[src/hw/rtl/rbsc_pkg.sv]
// Shared types, constants and helper functions for the rgb brightness,
// saturation and contrast core. No dependencies.
package rbsc_pkg;

  // channel and fixed-point widths
  localparam int ChW     = 8;
  localparam int FracW   = 16;
  localparam int BriW    = 9;
  localparam int SatW    = 10;
  localparam int ConW    = 9;
  localparam int CfgW    = 10;
  localparam int CfgIdxW = 2;

  // saturation stage: s = c*2^16/v, quotient of FracW bits
  localparam int DivaSteps = FracW;
  // saturation stage: t = cq*(v-med)/c, quotient below 2^24
  localparam int DivbSteps = 24;
  localparam int CqW       = 24;
  localparam int ProdW     = CqW + ChW;
  localparam int SW        = FracW + 1;

  // contrast factor: 34-bit dividend, 18-bit divisor
  localparam int FactNumW  = 34;
  localparam int FactDenW  = 18;
  localparam int FactSteps = FactNumW;
  localparam int FactCntW  = 6;
  localparam int FactW     = 25;

  // front to back queue
  localparam int FifoDepth = 4;
  localparam int FifoAw    = 2;

  // configuration register indexes
  typedef enum logic [CfgIdxW-1:0] {
    CfgBright = 2'd0,
    CfgSat    = 2'd1,
    CfgCon    = 2'd2
  } cfg_idx_e;

  // contrast factor divider states
  typedef enum logic {
    FIdle,
    FRun
  } fact_state_e;

  // classified pixel handed from front to back
  typedef struct packed {
    logic [2:0][ChW-1:0] ch;
    logic                do_sat;
    logic                do_con;
    logic                frame_end;
  } item_t;

  // pixel plus its hsv measures inside the back pipeline
  typedef struct packed {
    item_t          it;
    logic [ChW-1:0] v;
    logic [ChW-1:0] mn;
    logic [ChW-1:0] med;
    logic [ChW-1:0] c;
  } ctx_t;

  // one restoring division step result
  typedef struct packed {
    logic [ChW-1:0] rem;
    logic           q;
  } div_step_t;

  // one restoring step with an 8-bit divisor
  function automatic div_step_t div_step(input logic [ChW-1:0] rem,
                                         input logic bit_in,
                                         input logic [ChW-1:0] d);
    logic [ChW:0] sh;
    logic [ChW:0] diff;
    div_step_t    res;
    sh   = {rem, bit_in};
    diff = sh - {1'b0, d};
    if (sh >= {1'b0, d}) begin
      res.rem = diff[ChW-1:0];
      res.q   = 1'b1;
    end else begin
      res.rem = sh[ChW-1:0];
      res.q   = 1'b0;
    end
    return res;
  endfunction

endpackage

[src/hw/rtl/rbsc_front.sv]
// Front part: takes pixel transfers, applies brightness and classifies
// the pixel for the back part. Depends on rbsc_pkg.
module rbsc_front (
  input  logic                        in_valid_i,
  output logic                        in_ready_o,
  input  logic [rbsc_pkg::ChW-1:0]    red_in_i,
  input  logic [rbsc_pkg::ChW-1:0]    green_in_i,
  input  logic [rbsc_pkg::ChW-1:0]    blue_in_i,
  input  logic                        frame_end_in_i,
  input  logic signed [rbsc_pkg::BriW-1:0] bri_i,
  input  logic signed [rbsc_pkg::SatW-1:0] sat_i,
  input  logic signed [rbsc_pkg::ConW-1:0] con_i,
  input  logic                        fifo_full_i,
  input  logic                        busy_i,
  output logic                        push_o,
  output rbsc_pkg::item_t             item_o
);

  logic [2:0][rbsc_pkg::ChW-1:0] raw;
  logic signed [rbsc_pkg::ChW+2:0] sum [3];
  logic [2:0][rbsc_pkg::ChW-1:0] clamped;
  logic white, gray;

  assign raw = {blue_in_i, green_in_i, red_in_i};

  // brightness add and clamp to 0..255
  always_comb begin
    for (int k = 0; k < 3; k++) begin
      sum[k] = $signed({3'b000, raw[k]}) + (rbsc_pkg::ChW+3)'(bri_i);
      if (sum[k] < 0) begin
        clamped[k] = '0;
      end else if (sum[k] > 255) begin
        clamped[k] = '1;
      end else begin
        clamped[k] = sum[k][rbsc_pkg::ChW-1:0];
      end
    end
  end

  // classification
  assign white = (clamped[0] == '1) && (clamped[1] == '1) && (clamped[2] == '1);
  assign gray  = (clamped[0] == clamped[1]) && (clamped[1] == clamped[2]);

  always_comb begin
    item_o.ch        = clamped;
    item_o.do_sat    = !white && !gray && (sat_i != '0);
    item_o.do_con    = !white && (con_i != '0);
    item_o.frame_end = frame_end_in_i;
  end

  assign in_ready_o = !fifo_full_i && !busy_i;
  assign push_o     = in_valid_i && in_ready_o;

endmodule

[config.mk]
export PLATFORM = sky130hd
export DESIGN_NAME = rbsc_front
export DESIGN_NICKNAME = d
export VERILOG_FILES = /design/src/hw/rtl/rbsc_pkg.sv /design/src/hw/rtl/rbsc_front.sv
export SDC_FILE = /design/constraint.sdc
export NUM_CORES = 1
export LEC_CHECK = 0
export BUFFER_PORTS_ARGS = -buffer_cell sky130_fd_sc_hd__buf_4
export CORE_MARGIN = 2
export CORE_UTILIZATION = 35
export DETAILED_ROUTE_END_ITERATION = 10
export SYNTH_ARGS = -nofsm -noshare
export SYNTH_HDL_FRONTEND = slang
export SYNTH_SLANG_ARGS = --single-unit
[constraint.sdc]
create_clock -name vclk -period 3
set_input_delay 0 -clock vclk [all_inputs]
set_output_delay 0 -clock vclk [all_outputs]
set_load 0.01 [all_outputs]
==> flow_metrics.tcl <==
set metrics [dict create \
    fin_ws_ns 0.137 \
    hold_violations 0 \
    synth_top_cell_by_area "ha_1" \
    grt_max_degree 19 \
    portBuffers 83 \
    min_period_over_period 0.954 \
    leakagePower_uw 0.00126 \
    peakVddDrop_v 0.000141 \
    regArea_um2 0 \
    fin_nets 427 \
    grt_pass1_vias 2101 \
    place_congestion 0.901 \
    hold_path_class "in -> out" \
    syn_area_um2 1820 \
    p_per_area_nw_per_um2 279 \
    cp-end-kind "output port" \
    start_util 0.359 \
    synth_nets 335 \
    dp_slack_ns 0.115 \
    syn_to_final_growth_pct 43.6 \
    crit_type "in -> out" \
    grt_util_met2 0.388 \
    hold_buffers 0 \
    die_area_um2 5810 \
    overflow 0 \
    dr.pass1.iters 4 \
    synthCells 252 \
    wl_mm 6.46 \
    min_period_ns 2.86 \
    ys_seq_area_frac 0 \
    drt_iter0_drc 125 \
    worstPathRequired_ns 3.00 \
    numSequentialCells 0 \
    status "completed" \
    grtUsageTotal 0.214 \
    busiest_layer "met2" \
    core_area_um2 5070 \
    crit_path_start_kind "input pin" \
    wl_per_cell_um 15.7 \
    pin_count 85 \
    cp.arrival_ns 2.86 \
    fillers 535 \
    max_slew_margin 0.695 \
    drv_cap 0 \
    drc 0 \
    setup_viol 0 \
    path_max_fanout 5 \
    fmax_ghz 0.349 \
    yosysTopAreaCellShare 0.165 \
    synth_area_leaders "ha_1 16%, a21oi_1 6.9%, xnor2_1 4.8%" \
    avgSynthCellArea_um2 7.24 \
    via_per_inst 5.38 \
    ant_nets 0 \
    tightest_slew_ns 0.455 \
    nClkBuffers 0 \
    die_w_um 76.2 \
    dp_hpwl_mm 5.51 \
    antenna_found_initial 0 \
    synth_top_cells_by_count "25 x a21oi_1, 24 x ha_1, 21 x inv_1, 21 x nor2_1, 17 x o21ai_0" \
    ys_warn_count 0 \
    synth.most_common_cell "a21oi_1" \
    globalRouteMet3Util 0.0225 \
    slew_viol_final 0 \
    die_h_um 76.2 \
    drive_above_1_share 0.351 \
    final_util 0.516 \
    synth.distinct_cells 57 \
    met1_usage 0.293 \
    grt_pass1_wl_mm 10.4 \
    dr_total_vias 2218 \
    diodes 0 \
    fp-row-count 26 \
]
critical path, stage by stage:
cell and delay, ns:
buf_4 0.11, ha_1 0.16, inv_1 0.05, fa_1 0.38, nand2b_1 0.19, a21oi_1 0.29, o22ai_2 0.16, xnor2_2 0.29
a21oi_1 0.14, or3_1 0.36, a221o_1 0.32, o31a_1 0.27, buf_4 0.14
worst paths after layout:
| path | from | endpoint | slack (ns) | cells after the start |
|---|---|---|---|---|
| worst min-delay path | frame_end_in_i | item_o[0] | 0.0002 | 0 |
| worst max-delay path | bri_i[0] | item_o[2] | 0.14 | 13 |
report_power, final:
part           internal (uW)  switching, uW  total [uW]
Sequential                 0              0           0
Combinational            347            384         730
Clock                      0              0           0
routing by layer:
layer | vias up | wire (um) | share of wire
li1 | 1137 | - | -
met1 | 1002 | 2980 | 0.46
met2 | 79 | 3090 | 0.48
met3 | 0 | 398 | 0.062
met4 | 0 | 0 | 0
met5 | - | 0 | 0
final cells by class:
cell class         instances  area [um^2]  share of cell area
well taps                 70         87.6              0.0334
multi-input cells        228         1760               0.670
repair buffers            93          698               0.266
inverters                 21         78.8              0.0301
timing repair:
item,in CTS,in global routing
setup endpoints to repair,0,2
buffers inserted,0,2
gates resized for setup,0,6
kinds of logic (layout without fill, tap and decap cells):
family	count (synthesis)	in the layout	synth area share
muxes	6	6	0.0329
adders and majority gates	27	27	0.198
buffers and inverters	24	114	0.0569
and+or+nand+nor	80	80	0.237
AOI/OAI and AO/OA	97	97	0.389
xor gates and xnor gates	18	18	0.0864
metrics by stage:
stage               setup TNS [ns]  hold WS [ns]  cells  total power (uW)  cell area, um^2
floorplan                        0        0.0475    252               427             1820
global placement                 0      0.000175    410               708             2570
detailed placement               0      0.000175    410               708             2570
CTS                              0      0.000175    410               710             2570
global route               -0.0223     0.0000465    412               798             2620
finish                           0      0.000170    412               730             2620
cell usage in the layout (no fill, tap or decap), drive strengths merged, types with 7 or more instances in the layout:
cell	count
xnor2	10
nand2	17
xor2	8
nor2	21
a31oi	12
buf	93
o21ai	17
ha	24
nor3	7
inv	21
a21o	8
a21oi	28
No activity file was read; power rests on OpenSTA's default activity.
