<file path="src/hw/rtl/rbsc_pkg.sv">
// Shared types, constants and helper functions for the rgb brightness,
// saturation and contrast core. No dependencies.
package rbsc_pkg;

  // channel and fixed-point widths
  localparam int ChW     = 8;
  localparam int FracW   = 16;
  localparam int BriW    = 9;
  localparam int SatW    = 10;
  localparam int ConW    = 9;
  localparam int CfgW    = 10;
  localparam int CfgIdxW = 2;

  // saturation stage: s = c*2^16/v, quotient of FracW bits
  localparam int DivaSteps = FracW;
  // saturation stage: t = cq*(v-med)/c, quotient below 2^24
  localparam int DivbSteps = 24;
  localparam int CqW       = 24;
  localparam int ProdW     = CqW + ChW;
  localparam int SW        = FracW + 1;

  // contrast factor: 34-bit dividend, 18-bit divisor
  localparam int FactNumW  = 34;
  localparam int FactDenW  = 18;
  localparam int FactSteps = FactNumW;
  localparam int FactCntW  = 6;
  localparam int FactW     = 25;

  // front to back queue
  localparam int FifoDepth = 4;
  localparam int FifoAw    = 2;

  // configuration register indexes
  typedef enum logic [CfgIdxW-1:0] {
    CfgBright = 2'd0,
    CfgSat    = 2'd1,
    CfgCon    = 2'd2
  } cfg_idx_e;

  // contrast factor divider states
  typedef enum logic {
    FIdle,
    FRun
  } fact_state_e;

  // classified pixel handed from front to back
  typedef struct packed {
    logic [2:0][ChW-1:0] ch;
    logic                do_sat;
    logic                do_con;
    logic                frame_end;
  } item_t;

  // pixel plus its hsv measures inside the back pipeline
  typedef struct packed {
    item_t          it;
    logic [ChW-1:0] v;
    logic [ChW-1:0] mn;
    logic [ChW-1:0] med;
    logic [ChW-1:0] c;
  } ctx_t;

  // one restoring division step result
  typedef struct packed {
    logic [ChW-1:0] rem;
    logic           q;
  } div_step_t;

  // one restoring step with an 8-bit divisor
  function automatic div_step_t div_step(input logic [ChW-1:0] rem,
                                         input logic bit_in,
                                         input logic [ChW-1:0] d);
    logic [ChW:0] sh;
    logic [ChW:0] diff;
    div_step_t    res;
    sh   = {rem, bit_in};
    diff = sh - {1'b0, d};
    if (sh >= {1'b0, d}) begin
      res.rem = diff[ChW-1:0];
      res.q   = 1'b1;
    end else begin
      res.rem = sh[ChW-1:0];
      res.q   = 1'b0;
    end
    return res;
  endfunction

endpackage

</file>
<file path="src/hw/rtl/rbsc_fifo.sv">
// Short queue between the front and back parts of the core.
// Depends on rbsc_pkg for the item type and depth.
module rbsc_fifo (
  input  logic                clk_i,
  input  logic                rst_ni,
  input  logic                push_i,
  input  rbsc_pkg::item_t     wdata_i,
  input  logic                pop_i,
  output rbsc_pkg::item_t     rdata_o,
  output logic                full_o,
  output logic                empty_o
);

  rbsc_pkg::item_t             mem_q [rbsc_pkg::FifoDepth];
  logic [rbsc_pkg::FifoAw-1:0] wptr_q, wptr_d;
  logic [rbsc_pkg::FifoAw-1:0] rptr_q, rptr_d;
  logic [rbsc_pkg::FifoAw:0]   cnt_q, cnt_d;

  // pointer and fill count update
  always_comb begin
    wptr_d = wptr_q;
    rptr_d = rptr_q;
    cnt_d  = cnt_q;
    if (push_i) begin
      wptr_d = wptr_q + 1'b1;
    end
    if (pop_i) begin
      rptr_d = rptr_q + 1'b1;
    end
    if (push_i && !pop_i) begin
      cnt_d = cnt_q + 1'b1;
    end else if (!push_i && pop_i) begin
      cnt_d = cnt_q - 1'b1;
    end
  end

  always_ff @(posedge clk_i or negedge rst_ni) begin
    if (!rst_ni) begin
      wptr_q <= '0;
      rptr_q <= '0;
      cnt_q  <= '0;
    end else begin
      wptr_q <= wptr_d;
      rptr_q <= rptr_d;
      cnt_q  <= cnt_d;
    end
  end

  // storage
  always_ff @(posedge clk_i) begin
    if (push_i) begin
      mem_q[wptr_q] <= wdata_i;
    end
  end

  assign rdata_o = mem_q[rptr_q];
  assign full_o  = (cnt_q == (rbsc_pkg::FifoAw+1)'(rbsc_pkg::FifoDepth));
  assign empty_o = (cnt_q == '0);

endmodule

</file>
<file path="config.mk">
export PLATFORM = sky130hd
export DESIGN_NAME = rbsc_fifo
export DESIGN_NICKNAME = d
export VERILOG_FILES = /design/src/hw/rtl/rbsc_pkg.sv /design/src/hw/rtl/rbsc_fifo.sv
export SDC_FILE = /design/constraint.sdc
export NUM_CORES = 1
export LEC_CHECK = 0
export BUFFER_PORTS_ARGS = -buffer_cell sky130_fd_sc_hd__clkbuf_2
export CORE_UTILIZATION = 30
export CTS_CLUSTER_SIZE = 10
export DETAILED_ROUTE_END_ITERATION = 16
export PLACE_DENSITY = 0.44
export SETUP_SLACK_MARGIN = 0.05
export SLEW_MARGIN = 20
export SYNTH_ARGS = -nofsm -noshare
export SYNTH_HDL_FRONTEND = slang
export SYNTH_SLANG_ARGS = --single-unit
</file>
<file path="constraint.sdc">
create_clock -name clk_i -period 4.2 [get_ports clk_i]
set_input_delay 0.63 -clock clk_i [delete_from_list [all_inputs] [get_ports clk_i]]
set_output_delay 0.63 -clock clk_i [all_outputs]
set_load 0.02 [all_outputs]
</file>
==> qor.yml, run 1 <==
clock_tree:
  cts_buffer_depth: 2
  cts_resized: 0
  cts_num_sinks: 115
  path_clk_slew_ns: 0.06
  clock_latency_ns: 0.40
  htreeDepth: 4
  cts-buffers-inserted: 17
  cts_tree: "done"
  cts.hold.buffers_added: 0
  post_cts_buffers: 0
  root_buffer: "clkbuf_16"
worst_setup_path:
  arrival_ns: 2.15
  startpoint: "rptr_q[1]"
  crit_chain: "buf_4 -> mux4_2 -> clkbuf_2"
  worstSetupPathType: "reg2out"
  reg2reg_slack_ns: 2.51
  r2r-start: "wptr_q[0]"
  cp_num_buf_inv: 2
  crit_slowest_cell: "dfrtp_1"
  critical_path_required_ns: 3.57
  critPathTopFamily: "flip-flops"
  slowest_delay_ns: 0.86
  critPathCaptureType: "primary output"
  worstPathMaxFanout: 16
  start_kind: "flop"
floorplan:
  coreArea_um2: 13900
  initial_core_util_pct: 30.9
  die_w_um: 122
  ios: 60
  row_count: 43
  die_area_um2: 14800
  die_h_um: 122
placed_design:
  gp_congestion: 0.640
  place_ws_ns: 1.62
  io_buffers: 59
  dp_hpwl_um: 4470
timing:
  clock.fmax_mhz: 360
  finalMaxSlewViolations: 0
  setup_slack_ns: 1.42
  rsz0062_at_grt: "false"
  setup_tns_ns: 0
  post-route-period-util_pct: 66.1
  finalSetupViolCount: 0
  worst_slew_pin_slew_ns: 0.806
  period_minus_slack_ns: 2.78
  max_slew_margin_pct: 46.3
  clock_skew_ns: 0.00809
  final_hold_viol_count: 0
logic_synthesis:
  synth_cells: 175
  ys_seq_area_share_pct: 79.5
  ys_warn_count: 0
  syn_area_um2: 4300
  synth_area_leaders: "edfxtp_1 (75%), mux4_2 (14%), dfrtp_1 (4.1%)"
  synth_seq_cells: 115
  avgSynthCellArea_um2: 24.6
  yosysTopAreaCell: "edfxtp_1"
  synth_fp_nets: 212
  ys_types: 20
  yosysTopAreaCellShare_pct: 75.4
grt:
  grt_max_degree: 30
  antenna_found_initial: 0
  grt_pass1_vias: 2131
  grt_overflow_total: 0
  grt_first_pass_wirelength_um: 11900
  grt_usage_pct: 11.6
cells_and_area:
  drive_above_1_share_pct: 46.4
  insertedDiodeCount: 0
  area_growth_syn_to_layout_pct: 24.6
  multi_input_area_um2: 817
  nets: 285
  regArea_um2: 3420
  fillCellCount: 1265
drt:
  detail-route-antenna-nets: 0
  drcViolationCount: 0
  wl_per_cell_um: 17.2
  via_per_inst: 4.41
  vias: 1947
  drtIter0Drc: 97
  first_pass_iters: 4
  wl_um: 7600
run_status:
  outcome: "complete, no violations"
worst_hold_path:
  hp-class: "in2async"
power:
  p_total_uw: 4080
  powerDensity_nw_per_um2: 762
  max-vdd-ir-drop_v: 0.000312
  power.leakage_uw: 0.00190
flow_run:
  cap_violations: 0
-- cell usage in the layout, fill, tap and decap left out, drive strengths merged --
cell      Yosys  routed
edfxtp      108     108
clkbuf        0      78
mux4         27      27
clkinv        0       9
dfrtp         7       7
ha            5       5
inv           4       4
and2          4       4
xor2          4       4
bufinv        0       3
xnor2         2       2
nand2         2       2
nor3b         1       1
nor3          1       1
mux2          1       1
o21ai         1       1
nor2          1       1
fa            1       1
clkinvlp      0       1
buf           6       1
-- through the flow --
step | instance area (um^2) | instances | hold WS, ns | util, %
CTS | 5350 | 441 | 0.0538 | 38.4
finish | 5360 | 441 | 0.0644 | 38.4
global placement | 4780 | 409 | 0.477 | 34.3
global route | 5360 | 441 | 0.0623 | 38.4
floorplan | 4300 | 175 | 0.334 | -
detailed placement | 4780 | 409 | 0.483 | 34.3
-- path summary, 6_finish.rpt --
kind                                     to  cells after the start
worst max-delay path             rdata_o[1]                      3
worst min-delay path               cnt_q[2]                      1
worst max register to register  mem_q[0][2]                      3
worst min register to register     cnt_q[2]                      1
max in group asynchronous         rptr_q[0]                      1
min in group clk_i              mem_q[1][1]                      1
-- cell families (layout without fill, tap and decap cells) --
family	count (synthesis)	in the layout	share of synthesized area, %
buffers and inverters	10	96	1.60
XOR/XNOR	6	6	1.22
adder cells (fa/ha/maj)	6	6	1.92
AND/OR/NAND/NOR	9	9	1.13
multiplexers	28	28	14.5
AO/OA/AOI/OAI	1	1	0.116
flip-flops	115	115	79.5
-- power by group --
group          internal, uW  total (uW)  switching [uW]
combinational           445        1010             560
clock                   919        1380             460
sequential             1510        1700             182
total                  2880        4080            1200
-- cell usage after synthesis --
cell type and n:
xor2_1 4, nand2_1 2, buf_6 1, fa_1 1, mux4_2 26, inv_1 4
dfrtp_1 7, mux2_2 1, and2_1 4, nor3_1 1, buf_12 1, xnor2_1 2
mux4_1 1, ha_1 5, buf_2 3, nor2_1 1, edfxtp_1 108, o21ai_0 1
nor3b_1 1, buf_4 1
-- area by class of cell --
class	instances	share of cell area (%)
sequential	115	63.9
clock buffer	19	8.08
timing repair buffer	60	5.65
inverter	4	0.280
multi-input combinational	50	15.3
tap	180	4.20
clock inverter	13	2.64
-- routing by layer --
metal	vias up	part of all wire (%)	track usage [%]
li1	876	-	-
met1	1023	45	14.4
met2	42	50	18.3
met3	6	3.7	4.07
met4	0	1.3	4.86
met5	-	0	0
-- registers in the layout, summed over array words and instances (netlist names) --
| register | count |
|---|---|
| wptr_q | 2 |
| mem_q | 108 |
| rptr_q | 2 |
| cnt_q | 3 |
(Power assumes the default switching activity.)
==> inputs of run 2 (changes only) <==
--- a/config.mk
+++ b/config.mk
@@ -5,11 +5,12 @@
 export SDC_FILE = /design/constraint.sdc
 export NUM_CORES = 1
 export LEC_CHECK = 0
+export ABC_AREA = 1
 export BUFFER_PORTS_ARGS = -buffer_cell sky130_fd_sc_hd__clkbuf_2
 export CORE_UTILIZATION = 30
 export CTS_CLUSTER_SIZE = 10
 export DETAILED_ROUTE_END_ITERATION = 16
-export PLACE_DENSITY = 0.44
+export PLACE_DENSITY = 0.46
 export SETUP_SLACK_MARGIN = 0.05
 export SLEW_MARGIN = 20
 export SYNTH_ARGS = -nofsm -noshare
==> constraint.sdc (replaced) <==
create_clock -name clk_i -period 2.5 [get_ports clk_i]
set_input_delay 0.375 -clock clk_i [delete_from_list [all_inputs] [get_ports clk_i]]
set_output_delay 0.375 -clock clk_i [all_outputs]
set_load 0.02 [all_outputs]
==> qor.yml, run 2 <==
timing:
  max_slew_margin_pct: 61.6  # was 46.3%
  final_hold_viol_count: 0  # unchanged
  period_minus_slack_ns: 2.23
  finalMaxSlewViolations: 0  # unchanged
  clock.fmax_mhz: 448
  worst_slew_pin_slew_ns: 0.575  # was 0.806 ns
  rsz0062_at_grt: "false"  # unchanged
  setup_tns_ns: 0  # unchanged
  clock_skew_ns: 0.00642  # was 0.00809 ns
  finalSetupViolCount: 0  # unchanged
  post-route-period-util_pct: 89.4
power:
  powerDensity_nw_per_um2: 1290  # was 762 nW/um^2
  p_total_uw: 7590  # was 4080 uW
  power.leakage_uw: 0.00242  # was 0.00190 uW
  max-vdd-ir-drop_v: 0.000729  # was 0.000312 V
drt:
  wl_um: 9130  # was 7600 um
  detail-route-antenna-nets: 0  # unchanged
  via_per_inst: 4.19  # was 4.41
  first_pass_iters: 4  # unchanged
  drtIter0Drc: 137  # was 97
  drcViolationCount: 0  # unchanged
  wl_per_cell_um: 13.9  # was 17.2 um
  vias: 2758  # was 1,947
cells_and_area:
  top_regs: "mem_q: 108 flops, cnt_q: 3 flops"  # unchanged
  insertedDiodeCount: 0  # unchanged
  largest_reg_flops: 108  # unchanged
  final_common_cell: "edfxtp_1"  # unchanged
  layout_common_cells: "edfxtp_1 (108), nand2_1 (94), inv_1 (65)"  # was edfxtp_1 (108), clkbuf_2 (59), mux4_2 (26)
  fillCellCount: 1508  # was 1,265
  area_growth_syn_to_layout_pct: 23.9  # was 24.6%
  nets: 471  # was 285
  drive_above_1_share_pct: 22.8  # was 46.4%
  top_register: "mem_q"  # unchanged
grt:
  grt_max_degree: 45  # was 30
  grt_pass1_vias: 2753  # was 2,131
  grt_overflow_total: 0  # unchanged
  antenna_found_initial: 0  # unchanged
  grt_first_pass_wirelength_um: 14500  # was 11,900 um
  grt_usage_pct: 12.4  # was 11.6%
placed_design:
  gp_congestion: 0.666  # was 0.640
  dp_hpwl_um: 5700  # was 4470 um
  io_buffers: 59  # unchanged
worst_hold_path:
  hp-class: "in2reg"  # was in2async
  worstHoldPathCells: 1
  min_from: "wdata_i[16]"
  hold_end: "mem_q[3][16]"
worst_setup_path:
  crit_chain: "buf_4 -> nand2_1 -> o211ai_1 -> nand2_1 -> clkbuf_2"  # was buf_4 -> mux4_2 -> clkbuf_2
  critical_path_required_ns: 2.12  # was 3.57 ns
  crit_path_frequent_cell: "nand2_1"
  arrival_ns: 1.86  # was 2.15 ns
  critPathCaptureType: "primary output"  # unchanged
  start_kind: "flop"  # unchanged
  worstSetupPathType: "reg2out"  # unchanged
  reg2reg_depth: 5  # was 3
  worstReg2RegEnd: "mem_q[0][24]"  # was mem_q[0][2]
  slowest_delay_ns: 0.71  # was 0.86 ns
  reg2reg_slack_ns: 0.81  # was 2.51 ns
  worstPathMaxFanout: 44  # was 16
  r2r-start: "wptr_q[0]"  # unchanged
  crit_slowest_cell: "dfrtp_4"  # was dfrtp_1
logic_synthesis:
  avgSynthCellArea_um2: 13.1  # was 24.6 um^2
  synth_seq_cells: 115  # unchanged
  synth_area_leaders: "edfxtp_1 (68%), o211ai_1 (8.6%), nand2_1 (7.5%)"  # was edfxtp_1 (75%), mux4_2 (14%), dfrtp_1 (4.1%)
  ys_types: 18  # was 20
  syn_area_um2: 4740  # was 4300 um^2
  synth_common_cells: "edfxtp_1 (108), nand2_1 (94), inv_1 (65)"  # was edfxtp_1 (108), mux4_2 (26), dfrtp_1 (7)
  synth_fp_nets: 399  # was 212
  yosysTopAreaCell: "edfxtp_1"  # unchanged
  synth.most_common_cell: "edfxtp_1"  # unchanged
  ys_warn_count: 0  # unchanged
  synth_edf_count: 108  # unchanged
  synth-async-reset-ratio_pct: 6.09  # unchanged
  yosysTopAreaCellShare_pct: 68.5  # was 75.4%
  synth_cells: 362  # was 175
  ys.flop_type: "edfxtp_1"  # unchanged
  ys_seq_area_share_pct: 72.2  # was 79.5%
floorplan:
  coreArea_um2: 15300  # was 13,900 um^2
  die_w_um: 128  # was 122 um
  die_h_um: 128  # was 122 um
  ios: 60  # unchanged
  row_count: 45  # was 43
  initial_core_util_pct: 30.9  # about the same
  die_area_um2: 16300  # was 14,800 um^2
clock_tree:
  htreeDepth: 4  # unchanged
  post_cts_buffers: 0  # unchanged
  cts_num_sinks: 115  # unchanged
  cts-buffers-inserted: 17  # unchanged
  clock_latency_ns: 0.41  # was 0.40 ns
  path_clk_slew_ns: 0.05  # was 0.06 ns
  root_buffer: "clkbuf_16"  # unchanged
  cts_buffer_depth: 2  # unchanged
  cts_tree: "done"  # unchanged
run_status:
  outcome: "complete, no violations"  # unchanged
flow_run:
  cap_violations: 0  # unchanged
run 2: cell count changes in the layout (fill, tap and decap cells not counted), sizes merged, moves of 2 or more:
cell,before,now
buf,1,11
nand2,2,94
clkbuf,78,76
inv,4,66
and2,4,0
clkinvlp,1,4
mux4,27,0
o211ai,0,54
clkinv,9,7
run 2: layer usage:
layer | global-route usage (%) | wire, um | part of all wire (%) | up-vias
met5 | 0 | 0 | 0 | -
met4 | 5.19 | 128 | 1.4 | 0
met3 | 4.98 | 459 | 5.0 | 12
met2 | 19.7 | 4360 | 48 | 62
met1 | 15.0 | 4180 | 46 | 1298
li1 | - | - | - | 1386
run 2: what timing repair did:
item,CTS,global route
hold buffers,1,0
endpoints found under the hold margin,7,0
gates resized for setup,0,0
run 2: critical path: cells and delay by family, from the launching register on:
kind	cells	cell delay, ns
compound gates	1	0.08
buf+inv	2	0.48
flops	1	0.71
simple gates	2	0.16
run 2: power by group:
group | leakage (uW) | internal, uW | switching, uW
clock network | 0.000290 | 1650 | 833
logic | 0.00105 | 767 | 1580
registers | 0.00107 | 2540 | 224
run 2: worst max-delay path by stage:
stage | slack, ns | to | from | cells after the start
after detailed placement | 0.66 | rdata_o[8] | rptr_q[0] | 5
after CTS | 0.21 | rdata_o[8] | rptr_q[0] | 5
after global placement | 0.68 | rdata_o[14] | rptr_q[0] | 5
final | 0.27 | rdata_o[8] | rptr_q[0] | 5
after floorplan | 0.91 | mem_q[0][0] | wptr_q[0] | 4
after global routing | 0.07 | rdata_o[15] | rptr_q[0] | 5
run 2: kinds of logic after synthesis:
| group | share of synthesized area (%) |
|---|---|
| buffers and inverters | 8.77 |
| adder cells (fa/ha/maj) | 1.74 |
| AND/OR/NAND/NOR | 7.90 |
| flip-flops | 72.2 |
| XOR/XNOR | 0.740 |
| AO/OA/AOI/OAI | 8.67 |
run 2: cell type report:
type | count | area [um^2] | area share (%)
well taps | 211 | 264 | 4.50
flip-flops and latches | 115 | 3420 | 58.3
inverters | 66 | 250 | 4.27
clock buffers | 17 | 425 | 7.25
repair buffers | 71 | 413 | 7.04
clock inverters | 15 | 190 | 3.24
multi-input cells | 163 | 902 | 15.4
run 2: stage by stage:
| step | hold WS (ns) | utilization (%) | cell area, um^2 | std cells | setup slack (ns) |
|---|---|---|---|---|---|
| 2_1_floorplan | 0.0794 | - | 4740 | 362 | 0.909 |
| 3_3_place_gp | 0.231 | 34.2 | 5240 | 625 | 0.680 |
| 3_5_place_dp | 0.234 | 34.2 | 5240 | 625 | 0.655 |
| 4_1_cts | 0.164 | 38.3 | 5870 | 658 | 0.211 |
| 5_1_grt | 0.172 | 38.3 | 5870 | 658 | 0.0700 |
| 6_report | 0.183 | 38.3 | 5870 | 658 | 0.266 |
==> inputs of run 3 (changes only) <==
--- a/config.mk
+++ b/config.mk
@@ -10,7 +10,7 @@
 export CORE_UTILIZATION = 30
 export CTS_CLUSTER_SIZE = 10
 export DETAILED_ROUTE_END_ITERATION = 16
-export PLACE_DENSITY = 0.46
+export PLACE_DENSITY = 0.44
 export SETUP_SLACK_MARGIN = 0.05
 export SLEW_MARGIN = 20
 export SYNTH_ARGS = -nofsm -noshare
==> constraint.sdc (replaced) <==
create_clock -name clk_i -period 2.25 [get_ports clk_i]
set_input_delay 0.3375 -clock clk_i [delete_from_list [all_inputs] [get_ports clk_i]]
set_output_delay 0.3375 -clock clk_i [all_outputs]
set_load 0.02 [all_outputs]
==> qor.yml, run 3 (synthesized netlist as in run 2, its figures left out) <==
run_status:
  outcome: "complete, no violations"  # unchanged
power:
  power.leakage_uw: 0.00244  # was 0.00242 uW
  powerDensity_nw_per_um2: 1450  # was 1290 nW/um^2
  p_total_uw: 8540  # was 7590 uW
  max-vdd-ir-drop_v: 0.000618  # was 0.000729 V
grt:
  antenna_found_initial: 1  # was 0
  grt_max_degree: 45  # unchanged
  grt_overflow_total: 0  # unchanged
  grt_usage_pct: 12.5  # was 12.4%
  grt_pass1_vias: 2720  # was 2,753
  grt_first_pass_wirelength_um: 14700  # was 14,500 um
placed_design:
  io_buffers: 59  # unchanged
  gp_congestion: 0.691  # was 0.666
  dp_hpwl_um: 5870  # was 5700 um
  dpl.cell_count: 627  # was 625
  place_ws_ns: 0.517  # was 0.655 ns
  place_area_um2: 5240  # about the same
timing:
  setup_slack_ns: 0.224  # was 0.266 ns
  period_minus_slack_ns: 2.03
  worst_slew_pin_slew_ns: 0.374  # was 0.575 ns
  clock.fmax_mhz: 494
  final_hold_viol_count: 0  # unchanged
  finalSetupViolCount: 0  # unchanged
  max_slew_margin_pct: 75.1  # was 61.6%
  clock_skew_ns: 0.00481  # was 0.00642 ns
  finalMaxSlewViolations: 0  # unchanged
  rsz0062_at_grt: "false"  # unchanged
  setup_tns_ns: 0  # unchanged
  post-route-period-util_pct: 90.0
drt:
  vias: 2766  # was 2,758
  wl_per_cell_um: 14.1  # was 13.9 um
  first_pass_iters: 4  # unchanged
  detail-route-antenna-nets: 0  # unchanged
  drtIter0Drc: 166  # was 137
  wl_um: 9350  # was 9130 um
  via_per_inst: 4.18  # was 4.19
  drcViolationCount: 0  # unchanged
worst_setup_path:
  start_kind: "flop"  # unchanged
  reg2reg_slack_ns: 0.77  # was 0.81 ns
  worstSetupPathType: "reg2out"  # unchanged
  critical_path_required_ns: 1.91  # was 2.12 ns
  reg2reg_depth: 5  # unchanged
  arrival_ns: 1.69  # was 1.86 ns
  worstPathMaxFanout: 20  # was 44
  r2r-start: "wptr_q[0]"  # unchanged
  worstReg2RegEnd: "mem_q[0][13]"  # was mem_q[0][24]
  critPathCaptureType: "primary output"  # unchanged
worst_hold_path:
  min_from: "wdata_i[16]"  # unchanged
  hold_end: "mem_q[3][16]"  # unchanged
  hp-class: "in2reg"  # unchanged
  worstHoldPathCells: 1  # unchanged
clock_tree:
  cts_resized: 0  # unchanged
  cts_tree: "done"  # unchanged
  cts_buffer_depth: 2  # unchanged
  root_buffer: "clkbuf_16"  # unchanged
  path_clk_slew_ns: 0.05  # about the same
  clock_latency_ns: 0.40  # was 0.41 ns
  cts-buffers-inserted: 17  # unchanged
  cts_num_sinks: 115  # unchanged
  htreeDepth: 4  # unchanged
floorplan:
  die_w_um: 128  # unchanged
  ios: 60  # unchanged
  row_count: 45  # unchanged
  die_h_um: 128  # unchanged
  initial_core_util_pct: 30.9  # unchanged
  die_area_um2: 16300  # unchanged
  coreArea_um2: 15300  # unchanged
cells_and_area:
  top_regs: "mem_q: 108 flops, cnt_q: 3 flops"  # unchanged
  drive_above_1_share_pct: 22.4  # was 22.8%
  top_register: "mem_q"  # unchanged
  post-route-cell-area_um2: 5890  # was 5870 um^2
  largest_reg_flops: 108  # unchanged
  fin_cells: 662  # was 658
  nets: 474  # was 471
  layout_common_cells: "edfxtp_1 (108), nand2_1 (94), inv_1 (65)"  # unchanged
  fillCellCount: 1494  # was 1,508
  final_common_cell: "edfxtp_1"  # unchanged
  area_growth_syn_to_layout_pct: 24.5  # was 23.9%
flow_run:
  cap_violations: 0  # unchanged
[run 3: cell count changes in the layout (fill, tap and decap cells not counted), sizes merged]
cell,change
clkinvlp,-2
buf,+3
diode,+1
clkinv,-2
clkbuf,+3
bufinv,+1
[run 3: worst max-delay path by stage]
stage                             end  cells after the start       from  slack, ns
after global placement    rdata_o[14]                      5  rptr_q[0]       0.55
final                     rdata_o[14]                      4  rptr_q[0]       0.22
after global routing      rdata_o[14]                      5  rptr_q[0]       0.09
after CTS                 rdata_o[14]                      5  rptr_q[0]       0.08
after detailed placement  rdata_o[14]                      5  rptr_q[0]       0.52
after floorplan           mem_q[0][0]                      4  wptr_q[0]       0.66
[run 3: power by group]
group          internal (uW)  switching (uW)  total [uW]
logic                    883            1810        2690
clock network           1940             880        2830
registers               2820             203        3020
total                   5650            2890        8540
[run 3: layout make-up]
class | count | area (um^2) | area share [%]
flip-flops and latches | 115 | 3420 | 58.1
multi-input cells | 163 | 902 | 15.3
clock buffers | 20 | 437 | 7.41
repair buffers | 74 | 430 | 7.30
well taps | 211 | 264 | 4.48
inverters | 66 | 250 | 4.25
clock inverters | 12 | 186 | 3.16
diodes | 1 | 2.50 | 0.0425
[run 3: layer usage]
| layer | vias to the layer above | track usage, % | share of wire, % |
|---|---|---|---|
| li1 | 1395 | - | - |
| met3 | 11 | 4.90 | 5.3 |
| met4 | 0 | 4.98 | 1.3 |
| met1 | 1303 | 15.2 | 46 |
| met5 | - | 0 | 0 |
| met2 | 57 | 19.9 | 48 |
[run 3: critical path, stage by stage (launching register included)]
cell      delay, ns
dfrtp_4        0.60
buf_4          0.24
o211ai_1       0.19
nand2_1        0.09
clkbuf_2       0.16
[run 3: metrics by stage]
stage          hold slack, ns  utilization [%]
5_1_grt                 0.135             38.5
2_1_floorplan          0.0419                -
3_3_place_gp            0.190             34.2
3_5_place_dp            0.194             34.2
6_report                0.152             38.5
4_1_cts                 0.133             38.4
[run 3: timing repair]
action / in CTS / in global routing
hold buffers: 1 / 0
setup endpoints to repair: 0 / 20
endpoints found under the hold margin: 7 / 0
buffers inserted: 0 / 1
